[src/rtl/ramt_pkg.sv]
// Types and constants of the register access mask table.
// Used by the controller, the datapath, the top level and the checker.
package ramt_pkg;

  localparam int ADDR_W      = 64;
  localparam int MASK_W      = 64;
  localparam int INDEX_W     = 6;
  localparam int COUNT_OUT_W = 7;
  localparam int IN_DATA_W   = 200;
  localparam int IN_USER_W   = 2;
  localparam int OUT_DATA_W  = 200;
  localparam int OUT_USER_W  = 3;

  typedef enum logic [1:0] {
    OP_CLEAR  = 2'd0,
    OP_INSERT = 2'd1,
    OP_LOOKUP = 2'd2,
    OP_READ   = 2'd3
  } opcode_t;

  typedef enum logic [1:0] {
    ST_OK   = 2'd0,
    ST_DUP  = 2'd1,
    ST_FULL = 2'd2
  } status_t;

  typedef enum logic [2:0] {
    RES_EMPTY = 3'd0,
    RES_DUP   = 3'd1,
    RES_FULL  = 3'd2,
    RES_MATCH = 3'd3,
    RES_ENTRY = 3'd4
  } result_kind_t;

  typedef struct packed {
    logic [ADDR_W-1:0] address;
    logic [MASK_W-1:0] write_mask;
    logic [MASK_W-1:0] read_mask;
  } entry_t;

  typedef struct packed {
    logic         load_item;
    logic         ptr_inc;
    logic         mem_read;
    logic         read_by_index;
    logic         mem_write;
    logic         count_clear;
    logic         count_inc;
    logic         out_load;
    result_kind_t out_kind;
  } dp_cmd_t;

  typedef struct packed {
    opcode_t opcode;
    logic    match;
    logic    scan_last;
    logic    scan_empty;
    logic    full;
    logic    index_valid;
    logic    out_free;
  } dp_status_t;

endpackage

[src/rtl/ramt_ctrl.sv]
// Controller state machine of the register access mask table.
// Depends on ramt_pkg; drives the datapath through dp_cmd_t.
module ramt_ctrl
  import ramt_pkg::*;
(
  input  logic       clk,
  input  logic       rst,
  input  logic       s_tvalid,
  output logic       s_tready,
  input  dp_status_t status,
  output dp_cmd_t    cmd
);

  typedef enum logic [5:0] {
    S_IDLE      = 6'b000001,
    S_DECODE    = 6'b000010,
    S_SCAN_RD   = 6'b000100,
    S_SCAN_CMP  = 6'b001000,
    S_READ_RD   = 6'b010000,
    S_READ_DATA = 6'b100000
  } state_t;

  state_t state;
  state_t state_next;

  // Completion of an insert or lookup whose address is not in the table.
  function automatic dp_cmd_t finish_miss(opcode_t op, logic full);
    dp_cmd_t c;
    c = '0;
    c.out_load = 1'b1;
    c.out_kind = RES_EMPTY;
    if (op == OP_INSERT) begin
      if (full) begin
        c.out_kind = RES_FULL;
      end else begin
        c.mem_write = 1'b1;
        c.count_inc = 1'b1;
      end
    end
    return c;
  endfunction

  always_ff @(posedge clk) begin
    if (rst) begin
      state <= S_IDLE;
    end else begin
      state <= state_next;
    end
  end

  always_comb begin
    state_next   = state;
    cmd          = '0;
    cmd.out_kind = RES_EMPTY;
    s_tready     = (state == S_IDLE);
    unique case (state)
      S_IDLE: begin
        if (s_tvalid) begin
          cmd.load_item = 1'b1;
          state_next    = S_DECODE;
        end
      end
      S_DECODE: begin
        unique case (status.opcode)
          OP_CLEAR: begin
            if (status.out_free) begin
              cmd.count_clear = 1'b1;
              cmd.out_load    = 1'b1;
              state_next      = S_IDLE;
            end
          end
          OP_INSERT, OP_LOOKUP: begin
            if (status.scan_empty) begin
              if (status.out_free) begin
                cmd        = finish_miss(status.opcode, status.full);
                state_next = S_IDLE;
              end
            end else begin
              state_next = S_SCAN_RD;
            end
          end
          OP_READ: begin
            if (status.index_valid) begin
              state_next = S_READ_RD;
            end else if (status.out_free) begin
              cmd.out_load = 1'b1;
              state_next   = S_IDLE;
            end
          end
        endcase
      end
      S_SCAN_RD: begin
        cmd.mem_read = 1'b1;
        state_next   = S_SCAN_CMP;
      end
      S_SCAN_CMP: begin
        if (status.match) begin
          if (status.out_free) begin
            cmd.out_load = 1'b1;
            if (status.opcode == OP_INSERT) begin
              cmd.count_clear = 1'b1;
              cmd.out_kind    = RES_DUP;
            end else begin
              cmd.out_kind = RES_MATCH;
            end
            state_next = S_IDLE;
          end
        end else if (status.scan_last) begin
          if (status.out_free) begin
            cmd        = finish_miss(status.opcode, status.full);
            state_next = S_IDLE;
          end
        end else begin
          cmd.ptr_inc = 1'b1;
          state_next  = S_SCAN_RD;
        end
      end
      S_READ_RD: begin
        cmd.mem_read      = 1'b1;
        cmd.read_by_index = 1'b1;
        state_next        = S_READ_DATA;
      end
      S_READ_DATA: begin
        if (status.out_free) begin
          cmd.out_load = 1'b1;
          cmd.out_kind = RES_ENTRY;
          state_next   = S_IDLE;
        end
      end
      default: begin
        state_next = S_IDLE;
      end
    endcase
  end

endmodule

[config.mk]
export PLATFORM = sky130hd
export DESIGN_NAME = ramt_ctrl
export DESIGN_NICKNAME = d
export VERILOG_FILES = /design/src/rtl/ramt_pkg.sv /design/src/rtl/ramt_ctrl.sv
export SDC_FILE = /design/constraint.sdc
export NUM_CORES = 1
export LEC_CHECK = 0
export BUFFER_PORTS_ARGS = -buffer_cell sky130_fd_sc_hd__buf_2
export CAP_MARGIN = 0
export CORE_UTILIZATION = 30
export CTS_CLUSTER_DIAMETER = 50
export CTS_CLUSTER_SIZE = 16
export DETAILED_ROUTE_END_ITERATION = 8
export SKIP_CTS_REPAIR_TIMING = 1
export SLEW_MARGIN = 10
export SYNTH_ARGS = -nofsm -noshare
export SYNTH_HDL_FRONTEND = slang
export SYNTH_SLANG_ARGS = --single-unit
[constraint.sdc]
create_clock -name clk -period 2.5 [get_ports clk]
set_clock_uncertainty 0.1 [all_clocks]
set_input_delay 0.25 -clock clk [delete_from_list [all_inputs] [get_ports clk]]
set_output_delay 0.25 -clock clk [all_outputs]
set_load 0.02 [all_outputs]
==> metrics <==
DRC viols 0; root cell of the clock tree clkbuf_4; final hold viol count 0; first-pass GRT wire length 2.359 mm; Hold/Removal Path Class in2reg; vias in the first global route 547; fill cell count 186; synthesized area per cell 7.702 um2; IO buf count 22; Num CTS Buffers 3; share of Yosys cell area claimed by the top area cell type 0.2025; #FFs+latches synth 6; largest cells by area after synthesis dfxtp_1, ha_1, inv_1; CTS tree yes; Core Util, Final 0.4281; gr usage total 0.1512; final WL 1.448 mm; Clock transition at path regs 0.04 ns; Synth Warn # 0; slowest cell on the critical path or4_4; delay of the slowest critical-path stage 0.58 ns; IO Pins 23; Regs by FF count state: 6 flops; Die Y 46.46 um; crit share post-route 0.9463; Vias 678; Max VDD drop 218.1 uV; Max Clock Freq 422.7 MHz; dpl hpwl 1.146 mm; RSZ-0062 raised after global routing no; Leak Pwr 0.3635 nW; Slew @ Worst Pin 0.4415 ns; Clk Latency, worst-skew pair 0.24 ns; initial antenna violation count 0; status completed; via/cell ratio 5.339; Yosys cell types 35; Routability Congestion 0.7897; reg-to-reg slack, setup 0.55 ns; Final Max Tran Viols 0; core area 0.001783 mm2; Site Rows 15; crit path time final 2.366 ns; CP Max Fanout 9; Hold WS 0.09136 ns; Congestion Overflow GR 0; Die W 46.46 um; WP data arrival 2.02 ns; cell count after synthesis 77; Req. time, crit path 2.15 ns; CP endpoint kind primary output; Clock Path Buffers 2; area leader, netlist dfxtp_1; Net Count, Synth 93; Crit Path Category reg2out; Inserted Diodes 0; drt first pass iters 4; Wirelength per Cell 11.40 um; Worst Setup Start Kind flop; Biggest register state; pwr dens 352.6 mW/mm2; Syn Std Cell Area 593.1 um2; final worst slack 0.1342 ns; Initial Util 0.3326; post-route ant nets 0; Finished Layout Cells 127; endpoints failing setup 0; die area 0.002159 mm2; dpl cells 124; H-tree Lvls 1; max FFs per register 6; worst path cell trace or4_4 -> a311o_1 -> a31oi_1 -> buf_2; max cap viols 0; Syn-to-layout area delta 28.69%; sequential area share after synthesis 0.2025; Initial DRC Count 42; Final nets 120; clk sinks 6; pin count of the biggest net entering global routing 10; Setup WS pre-CTS 0.3968 ns; worst rel slew slack 0.7057; share of cells above drive strength 1 0.2941; Setup TNS 0 ns
-- through the flow --
stage,instance area (um2),total power [W]
global route,763.2,0.0002852
finish,763.2,0.0002691
CTS,757.0,0.0002690
global placement,734.5,0.0001817
floorplan,593.1,0.0001547
detailed placement,734.5,0.0001813
-- Yosys cell counts --
cell type	number
o21ai_1	2
a32o_1	2
or2_2	1
a311o_1	1
nor4_1	3
and4_1	1
a21oi_1	1
nand2_1	3
nand3_1	3
inv_1	10
nor4b_1	1
nor3b_1	3
a21o_1	1
or2_1	1
or3_1	1
dfxtp_1	6
and2b_1	1
a221oi_2	1
a311oi_1	2
and3_1	2
or4_1	1
buf_4	1
o21ai_0	1
o32ai_1	1
nand2b_1	4
a211oi_1	1
nor2b_1	2
ha_1	5
o311ai_1	1
nor3_1	2
and2_1	2
or4_4	1
o21a_1	3
a31oi_1	1
nor2_1	5
-- kinds of logic after synthesis --
family                     Yosys count  share of synthesized area
buffers and inverters               11                    0.07596
AOI/OAI and AO/OA                   18                     0.2426
and+or+nand+nor                     37                     0.3734
DFF                                  6                     0.2025
adders and majority gates            5                     0.1055
-- power by group --
group          internal, W   total, W  switching, W  leakage (nW)
Combinational    0.0000317  0.0000738     0.0000421         0.301
Clock            0.0000542  0.0000872     0.0000331        0.0138
Sequential        0.000101   0.000108    0.00000741        0.0488
Total             0.000186   0.000269     0.0000826         0.363
-- worst paths after layout --
kind | start | to | cells after the start
max | state[2] | cmd[3] | 4
min | rst | state[2] | 2
max reg2reg | state[2] | state[4] | 4
min reg2reg | state[3] | state[3] | 3
-- layer usage --
metal	track usage	wire (um)	up-vias
met4	0.05294	7	0
met2	0.2194	671	29
met1	0.2209	669	311
met3	0.02353	99	2
li1	-	-	336
met5	0	0	-
-- placed cells by master (no fill, tap or decap), types with 2 or more instances in the layout --
| cell | n |
|---|---|
| nor3b_1 | 3 |
| and3_1 | 2 |
| inv_1 | 10 |
| a311oi_1 | 2 |
| dfxtp_1 | 6 |
| a32o_1 | 2 |
| nor3_1 | 2 |
| ha_1 | 5 |
| o21a_1 | 3 |
| nand2b_1 | 4 |
| nor4_1 | 2 |
| o21ai_1 | 2 |
| nand3_1 | 3 |
| clkbuf_4 | 3 |
| nor2b_1 | 2 |
| nor2_1 | 5 |
| and2_1 | 2 |
| nand2_1 | 3 |
| buf_2 | 22 |
-- critical path, delay by kind of cell (launching register included) --
kind	cells	cell delay [ns]
AND/OR/NAND/NOR	1	0.58
flip-flops	1	0.37
AO/OA/AOI/OAI	2	0.63
buffers and inverters	1	0.19
-- cell type report --
cell class / instances / area (um2) / share of cell area
clock buffer: 3 / 22.52 / 0.02951
sequential: 6 / 120.1 / 0.1574
inverter: 10 / 37.54 / 0.04918
timing repair buffer: 23 / 117.6 / 0.1541
multi-input combinational: 60 / 434.2 / 0.5689
tap: 25 / 31.28 / 0.04098
Note: power is estimated with default switching activity, not from simulation.
